==> config.mk <==
export PLATFORM = sky130hd
export DESIGN_NAME = compass_heading_minmax_calibration_unit
export DESIGN_NICKNAME = d
export VERILOG_FILES = /design/src/rtl/chmc_pkg.sv /design/src/rtl/chmc_ctrl.sv /design/src/rtl/chmc_datapath.sv /design/src/rtl/compass_heading_minmax_calibration_unit.sv
export SDC_FILE = /design/constraint.sdc
export NUM_CORES = 2
export LEC_CHECK = 0
export ABC_AREA = 0
export BUFFER_PORTS_ARGS = -buffer_cell sky130_fd_sc_hd__clkbuf_2
export CORE_MARGIN = 2
export CORE_UTILIZATION = 30
export CTS_CLUSTER_SIZE = 12
export DETAILED_ROUTE_END_ITERATION = 10
export HOLD_SLACK_MARGIN = 0.06
export PLACE_DENSITY_LB_ADDON = 0.05
export SLEW_MARGIN = 40
export SYNTH_ARGS = -nofsm -noshare
export SYNTH_HDL_FRONTEND = slang
export SYNTH_SLANG_ARGS = --single-unit
==> constraint.sdc <==
create_clock -name clk -period 11.3 [get_ports clk]
set_clock_uncertainty 0.15 [all_clocks]
set_input_delay 0.565 -clock clk [delete_from_list [all_inputs] [get_ports clk]]
set_output_delay 0.565 -clock clk [all_outputs]
set_load 0.01 [all_outputs]
==> src/rtl/chmc_pkg.sv <==
// Package for the compass heading calibration unit: beat types, commands, CORDIC constants.
package chmc_pkg;

  localparam int CORDIC_STEPS = 16;
  localparam int SAMPLE_BITS  = 16;

  localparam int ATAN_DEPTH = 24;
  localparam int STEP_W     = $clog2(ATAN_DEPTH);
  localparam int DIFF_W     = 18;
  localparam int PROD_W     = DIFF_W + 16;
  localparam int PRESCALE_SH = 24;
  localparam int CORDIC_W   = PROD_W + PRESCALE_SH + 2;
  localparam int Z_W        = 34;

  localparam logic signed [15:0] EXT_LOW  = -16'sd10000;
  localparam logic signed [15:0] EXT_HIGH = 16'sd10000;

  localparam logic signed [Z_W-1:0] ANGLE_PI   = Z_W'(64'd2147483648);
  localparam logic signed [Z_W-1:0] ROUND_HALF = Z_W'(64'd32768);

  localparam logic [29:0] ATAN_TAB [ATAN_DEPTH] = '{
    30'd536870912, 30'd316933406, 30'd167458907, 30'd85004756, 30'd42667331,
    30'd21354465, 30'd10679838, 30'd5340245, 30'd2670163, 30'd1335087,
    30'd667544, 30'd333772, 30'd166886, 30'd83443, 30'd41722,
    30'd20861, 30'd10430, 30'd5215, 30'd2608, 30'd1304,
    30'd652, 30'd326, 30'd163, 30'd81
  };

  typedef struct packed {
    logic signed [15:0] x_raw;
    logic signed [15:0] y_raw;
  } sample_t;

  typedef struct packed {
    logic signed [15:0] heading;
    logic               heading_valid;
    logic signed [15:0] x_center;
    logic signed [15:0] y_center;
    logic [14:0]        x_half_span;
    logic [14:0]        y_half_span;
  } result_t;

  typedef enum logic [2:0] {
    S_IDLE,
    S_SPAN,
    S_DIFF,
    S_MUL,
    S_INIT,
    S_ITER,
    S_DONE
  } state_t;

  typedef struct packed {
    logic              load;
    logic              span;
    logic              diff;
    logic              mul;
    logic              init;
    logic              iter;
    logic              finish;
    logic [STEP_W-1:0] step;
  } ctrl_cmd_t;

  typedef struct packed {
    logic result_busy;
  } ctrl_status_t;

endpackage

==> src/rtl/chmc_ctrl.sv <==
// Sequencer for extreme update, span/center, products and CORDIC iterations.
module chmc_ctrl (
  input  logic                   clk,
  input  logic                   rst,
  input  logic                   sample_valid,
  output logic                   sample_ready,
  input  chmc_pkg::ctrl_status_t status,
  output chmc_pkg::ctrl_cmd_t    cmd
);

  chmc_pkg::state_t state, state_next;
  logic [chmc_pkg::STEP_W-1:0] step, step_next;
  logic last_step;

  assign last_step = (step == chmc_pkg::STEP_W'(chmc_pkg::CORDIC_STEPS - 1));

  always_ff @(posedge clk) begin
    if (rst) begin
      state <= chmc_pkg::S_IDLE;
      step  <= '0;
    end else begin
      state <= state_next;
      step  <= step_next;
    end
  end

  always_comb begin
    state_next = state;
    step_next  = step;
    case (state)
      chmc_pkg::S_IDLE: begin
        if (sample_valid) state_next = chmc_pkg::S_SPAN;
      end
      chmc_pkg::S_SPAN: state_next = chmc_pkg::S_DIFF;
      chmc_pkg::S_DIFF: state_next = chmc_pkg::S_MUL;
      chmc_pkg::S_MUL:  state_next = chmc_pkg::S_INIT;
      chmc_pkg::S_INIT: begin
        state_next = chmc_pkg::S_ITER;
        step_next  = '0;
      end
      chmc_pkg::S_ITER: begin
        if (last_step) begin
          state_next = chmc_pkg::S_DONE;
        end else begin
          step_next = step + 1'b1;
        end
      end
      chmc_pkg::S_DONE: begin
        if (!status.result_busy) state_next = chmc_pkg::S_IDLE;
      end
      default: state_next = chmc_pkg::S_IDLE;
    endcase
  end

  always_comb begin
    sample_ready = 1'b0;
    cmd          = '0;
    cmd.step     = step;
    case (state)
      chmc_pkg::S_IDLE: begin
        sample_ready = 1'b1;
        cmd.load     = sample_valid;
      end
      chmc_pkg::S_SPAN: cmd.span = 1'b1;
      chmc_pkg::S_DIFF: cmd.diff = 1'b1;
      chmc_pkg::S_MUL:  cmd.mul  = 1'b1;
      chmc_pkg::S_INIT: cmd.init = 1'b1;
      chmc_pkg::S_ITER: cmd.iter = 1'b1;
      chmc_pkg::S_DONE: cmd.finish = !status.result_busy;
      default: cmd = '0;
    endcase
  end

endmodule

==> src/rtl/chmc_datapath.sv <==
// Datapath: extremes, spans, centers, cross products, CORDIC vectoring and result register.
module chmc_datapath (
  input  logic                   clk,
  input  logic                   rst,
  input  chmc_pkg::sample_t      sample,
  input  chmc_pkg::ctrl_cmd_t    cmd,
  output chmc_pkg::ctrl_status_t status,
  output logic                   result_valid,
  input  logic                   result_ready,
  output chmc_pkg::result_t      result
);

  localparam int CW = chmc_pkg::CORDIC_W;
  localparam int ZW = chmc_pkg::Z_W;
  localparam int PW = chmc_pkg::PROD_W;
  localparam int DW = chmc_pkg::DIFF_W;
  localparam int SB = chmc_pkg::SAMPLE_BITS;

  logic signed [15:0] sx, sy;
  logic signed [15:0] x_smp, y_smp;
  logic signed [15:0] x_hi, x_lo, y_hi, y_lo;
  logic signed [16:0] x_dif, y_dif, x_sum, y_sum, x_sum_adj, y_sum_adj;
  logic [14:0]        x_span, y_span;
  logic signed [15:0] x_ctr, y_ctr;
  logic signed [DW-1:0] dx, ndy;
  logic signed [PW-1:0] op_x, op_y, op_x_next, op_y_next;
  logic signed [CW-1:0] cx_pre, cy_pre, cx, cy, xs, ys;
  logic signed [ZW-1:0] z, z_tab, z_rnd;
  logic                 span_ok, op_zero;

  assign sx = 16'($signed(sample.x_raw[SB-1:0]));
  assign sy = 16'($signed(sample.y_raw[SB-1:0]));

  assign x_dif = {x_hi[15], x_hi} - {x_lo[15], x_lo};
  assign y_dif = {y_hi[15], y_hi} - {y_lo[15], y_lo};
  assign x_sum = {x_hi[15], x_hi} + {x_lo[15], x_lo};
  assign y_sum = {y_hi[15], y_hi} + {y_lo[15], y_lo};
  assign x_sum_adj = x_sum + {16'd0, x_sum[16]};
  assign y_sum_adj = y_sum + {16'd0, y_sum[16]};

  assign op_x_next = dx * $signed({1'b0, y_span});
  assign op_y_next = ndy * $signed({1'b0, x_span});

  assign cx_pre = {{(CW - PW - chmc_pkg::PRESCALE_SH){op_x[PW-1]}}, op_x,
                   {chmc_pkg::PRESCALE_SH{1'b0}}};
  assign cy_pre = {{(CW - PW - chmc_pkg::PRESCALE_SH){op_y[PW-1]}}, op_y,
                   {chmc_pkg::PRESCALE_SH{1'b0}}};

  assign xs    = cx >>> cmd.step;
  assign ys    = cy >>> cmd.step;
  assign z_tab = ZW'(chmc_pkg::ATAN_TAB[cmd.step]);
  assign z_rnd = z + chmc_pkg::ROUND_HALF;

  assign span_ok = (x_span != '0) && (y_span != '0);
  assign op_zero = (op_x == '0) && (op_y == '0);

  assign status.result_busy = result_valid && !result_ready;

  always_ff @(posedge clk) begin
    if (rst) begin
      x_hi <= chmc_pkg::EXT_LOW;
      x_lo <= chmc_pkg::EXT_HIGH;
      y_hi <= chmc_pkg::EXT_LOW;
      y_lo <= chmc_pkg::EXT_HIGH;
    end else if (cmd.load) begin
      if (sx > x_hi) x_hi <= sx;
      if (sx < x_lo) x_lo <= sx;
      if (sy > y_hi) y_hi <= sy;
      if (sy < y_lo) y_lo <= sy;
    end
  end

  always_ff @(posedge clk) begin
    if (cmd.load) begin
      x_smp <= sx;
      y_smp <= sy;
    end
    if (cmd.span) begin
      x_span <= x_dif[15:1];
      y_span <= y_dif[15:1];
      x_ctr  <= x_sum_adj[16:1];
      y_ctr  <= y_sum_adj[16:1];
    end
    if (cmd.diff) begin
      dx  <= DW'(x_smp) - DW'(x_ctr);
      ndy <= DW'(y_ctr) - DW'(y_smp);
    end
    if (cmd.mul) begin
      op_x <= op_x_next;
      op_y <= op_y_next;
    end
    if (cmd.init) begin
      if (op_x < 0) begin
        cx <= -cx_pre;
        cy <= -cy_pre;
        z  <= (op_y >= 0) ? chmc_pkg::ANGLE_PI : -chmc_pkg::ANGLE_PI;
      end else begin
        cx <= cx_pre;
        cy <= cy_pre;
        z  <= '0;
      end
    end
    if (cmd.iter) begin
      if (!cy[CW-1]) begin
        cx <= cx + ys;
        cy <= cy - xs;
        z  <= z + z_tab;
      end else begin
        cx <= cx - ys;
        cy <= cy + xs;
        z  <= z - z_tab;
      end
    end
  end

  always_ff @(posedge clk) begin
    if (rst) begin
      result_valid <= 1'b0;
    end else if (cmd.finish) begin
      result_valid <= 1'b1;
    end else if (result_ready) begin
      result_valid <= 1'b0;
    end
  end

  always_ff @(posedge clk) begin
    if (cmd.finish) begin
      result.heading       <= (span_ok && !op_zero) ? z_rnd[31:16] : '0;
      result.heading_valid <= span_ok;
      result.x_center      <= x_ctr;
      result.y_center      <= y_ctr;
      result.x_half_span   <= x_span;
      result.y_half_span   <= y_span;
    end
  end

endmodule

==> src/rtl/compass_heading_minmax_calibration_unit.sv <==
// Compass heading unit: min/max hard-iron calibration and CORDIC atan2 heading.
// The sample beat passes through the span/center, difference, product, CORDIC init and iteration states.
// A new sample beat is taken only after the previous one has left the CORDIC loop for the result register.
// The result register holds a finished beat while the next sample is taken.
// Reset (synchronous): extremes to max -10000 / min +10000, sequencer idle, no result.
module compass_heading_minmax_calibration_unit (
  input  logic              clk,
  input  logic              rst,
  input  logic              sample_valid,
  output logic              sample_ready,
  input  chmc_pkg::sample_t sample,
  output logic              result_valid,
  input  logic              result_ready,
  output chmc_pkg::result_t result
);

  chmc_pkg::ctrl_cmd_t    cmd;
  chmc_pkg::ctrl_status_t status;

  chmc_ctrl u_ctrl (
    .clk          (clk),
    .rst          (rst),
    .sample_valid (sample_valid),
    .sample_ready (sample_ready),
    .status       (status),
    .cmd          (cmd)
  );

  chmc_datapath u_datapath (
    .clk          (clk),
    .rst          (rst),
    .sample       (sample),
    .cmd          (cmd),
    .status       (status),
    .result_valid (result_valid),
    .result_ready (result_ready),
    .result       (result)
  );

`ifndef SYNTHESIS
  a_busy_after_beat: assert property (@(posedge clk) disable iff (rst)
    sample_valid && sample_ready |=> !sample_ready)
    else $error("sample taken while previous one in flight");

  a_valid_matches_span: assert property (@(posedge clk) disable iff (rst)
    result_valid |-> (result.heading_valid ==
                      ((result.x_half_span != 15'd0) && (result.y_half_span != 15'd0))))
    else $error("heading_valid disagrees with spans");

  a_invalid_zero: assert property (@(posedge clk) disable iff (rst)
    result_valid && !result.heading_valid |-> result.heading == 16'sd0)
    else $error("invalid heading not zero");
`endif

endmodule
==> flow_summary_export.csv <==
group,metric,value,unit
timing,period_share,86.43,%
setup_path,worst_ep_required_time,11.56,ns
place,port_buffers,116,
final_layout,syn2layout_area_growth,10.24,%
drt,drt_wl_total,234.8,mm
global_route,grt_max_degree,121,
worst_hold_path,hold_class,"in -> reg",
place,gp_congestion,0.9302,
drt,ant_nets,0,
drt,firstDrtPassIters,5,
setup_path,cpPeakStageDelay,0.86,ns
timing,report.final.slew_viol_count,0,
synthesis,synth_top_family_by_area,"adder cells",
synthesis,synth-simple-area-share,17.54,%
setup_path,ff2ff_setup_slack,1.53,ns
synthesis,synthXorXnorAreaFrac,6.761,%
place,hpwl,185.5,mm
synthesis,synth_compound_gate_area_share,17.25,%
setup_path,path_buf_inv,1,
floorplan,core_area,211900,µm²
setup_path,critical_path_class,"reg -> reg",
synthesis,avgSynthCellArea,8.681,µm²
floorplan,start_util,30.15,%
drt,via_count,53900,
floorplan,fp.dieArea,216600,µm²
final_layout,layout-drive-gt1-share,6.419,%
global_route,busiest_layer,"met2",
synthesis,synth_common_cells,"825 x inv_1, 736 x nand2_1, 544 x nor2_1, 527 x fa_1, 495 x ha_1",
synthesis,ys_warn_count,0,
synthesis,ys_async_sr_fraction,0,%
timing,fmax,0.1024,GHz
synthesis,synth_seq_cells,498,
timing,setup_violations,0,
final_layout,layout.nets,8400,
synthesis,synth_edf_count,425,
global_route,grt_pass1_wl,356.1,mm
timing,finalHoldViolCount,0,
clocking,cts_resized,0,
drt,wl_per_cell,22.97,µm
global_route,grtUsageMet1,27.60,%
drt,drc,0,
final_layout,antennaDiodeCount,0,
setup_path,cp-end-kind,"flip-flop",
clocking,clock_latency,0.73,ns
synthesis,ys.flop_type,"edfxtp_1",
synthesis,synth.distinct_cells,104,
synthesis,synthMuxAreaShare,2.556,%
synthesis,syn_nets,8417,
setup_path,arrival,10.02,ns
drt,drtIter0Drc,3847,
floorplan,num_io_pins,117,
run_status,status,"completed",
timing,rsz0062_at_grt,"no",
final_layout,multi_input_area,45110,µm²
clocking,cts_buffers,72,
synthesis,ys_seq_area_share,22.27,%
synthesis,synthTopCellsByArea,"edfxtp_1 20%, fa_1 17%, ha_1 9.7%, inv_1 4.8%, xnor2_1 4.5%",
clocking,cts_tree,"done",
setup_path,critPathTopFamily,"compound AO/OA/AOI/OAI gates",
floorplan,fp-row-count,169,
clocking,cts-htree-levels,3,
synthesis,mappedNetlistArea,63880,µm²
global_route,overflow,0,
final_layout,seq_area,14240,µm²
setup_path,startpoint_type,"flip-flop",
timing,final.setup.tns,0,ns
drt,vias_per_cell,5.273,
setup_path,path_cells,"and3_4, buf_12, o211ai_1, o221ai_1, o2bb2ai_1, a211oi_1, nor4b_1, and4b_1, and3_1, a31oi_1, xor2_1, ha_1, and4_1, nand3_1, nand4b_1, a31oi_1, o211ai_1, a2111oi_0, o221ai_1, nand3b_1, a2111oi_0, nor2_1, xnor2_1, o21ai_0",
timing,period_needed,9.767,ns
clocking,max-clock-path-buffers,3,
synthesis,synth-adder-area-share,26.21,%
global_route,antenna_found_initial,1,
flow_run,timing.max_cap.violations,0,
clocking,clkSinkCount,498,
timing,relSlewSlack,34.43,%
floorplan,die_h,465.4,µm
floorplan,chipWidth,465.4,µm
synthesis,yosysTopAreaCellShare,19.98,%
global_route,grt_usage,21.45,%
global_route,met3_usage,2.377,%
timing,tightest_slew,0.9699,ns
synthesis,netlist_instances,7359,
synthesis,yosys.area.top_type,"edfxtp_1",
clocking,postCtsSetupBuffers,0,
synthesis,yosys.cell_count.top_type,"inv_1",
global_route,grt_pass1_vias,55190,
setup_path,worstPathMaxFanout,91,
global_route,grt_use_met2,37.07,%
clocking,root_buffer,"clkbuf_16",
final_layout,nFillCells,22370,
setup_path,slowest_stage,"and3_4",
clocking,clk_pin_slew_worst_paths,0.06,ns
tightest hold or removal path, stage by stage:
cell and delay [ns]:
clkbuf_2 0.08, buf_4 0.22, nor2_1 0.13
cell type report:
type                       count  share of cell area [%]
multi-input combinational   5662                   64.06
sequential                   498                   20.22
tap                         2821                   5.012
inverter                     830                   4.431
timing repair buffer         278                   2.773
clock buffer                  91                   2.731
clock inverter                41                  0.7693
layer usage:
metal | vias to the layer above | part of all wire (%)
met4 | 0 | 3.9
met1 | 26770 | 44
met2 | 1285 | 48
met5 | - | 0
li1 | 25500 | -
met3 | 345 | 3.6
cell usage in the layout, fill, tap and decap left out, types with 39 or more instances in the layout:
cell type and instances:
a21oi_1 431, edfxtp_1 425, inv_1 823, a211oi_1 61, o21ai_0 331, dfxtp_1 67
o31ai_1 43, ha_1 495, clkbuf_2 117, o21bai_1 39, a31oi_1 70, mux2i_1 126
xnor2_1 329, nand2b_1 123, nand2_1 731, nand3_1 86, a21o_1 143, clkbuf_16 72
nor3_1 115, o22ai_1 117, o211ai_1 120, buf_4 108, and2_1 268, nor2b_1 53
xor2_1 159, nor2_1 539, fa_1 526, nand4_1 122, and3_1 52
metrics by stage:
stage / hold WS [ns] / worst slack (ns) / std cells / area (µm²) / util (%)
5_1_grt: 0.1262 / 0.9679 / 10220 / 70420 / 33.24
4_1_cts: 0.08840 / 1.747 / 10220 / 70390 / 33.22
2_1_floorplan: 0.2744 / 3.425 / 7359 / 63880 / -
3_3_place_gp: 0.2921 / 1.761 / 10040 / 67410 / 31.81
6_report: 0.1607 / 1.533 / 10220 / 70420 / 33.24
3_5_place_dp: 0.2996 / 1.819 / 10060 / 67610 / 31.91
worst paths after layout:
check | from | cells past startpoint | to
hold / removal | rst | 3 | u_datapath.y_hi[9]
setup reg to reg | u_ctrl.state[0] | 24 | u_datapath.cy[53]
hold reg to reg | u_datapath.x_ctr[11] | 0 | u_datapath.result[57]
setup / recovery | u_ctrl.state[0] | 24 | u_datapath.cy[53]
registers in the layout, summed over array words and instances, names as in the netlist, 17 cells and up:
name and count:
u_datapath.ndy 17, u_datapath.result 79, u_datapath.op_x 33, u_datapath.cx 60, u_datapath.z 32, u_datapath.dx 17, u_datapath.op_y 33, u_datapath.cy 60
timing repair:
action	4_1_cts	5_1_grt
hold buffers	32	0
endpoints found under the hold margin	89	0
setup endpoints to repair	0	0
cells by family (layout without fill, tap and decap cells):
| group | count (synthesis) | in the layout |
|---|---|---|
| adder cells (fa/ha/maj) | 1022 | 1022 |
| XOR/XNOR | 490 | 490 |
| buffers and inverters | 1199 | 1240 |
| AND/OR/NAND/NOR | 2298 | 2298 |
| flip-flops | 498 | 498 |
| multiplexers | 151 | 151 |
| AO/OA/AOI/OAI | 1701 | 1701 |
Power is not shown: default switching activity piles up to over one toggle a cycle in this logic, so the estimate is an artifact.
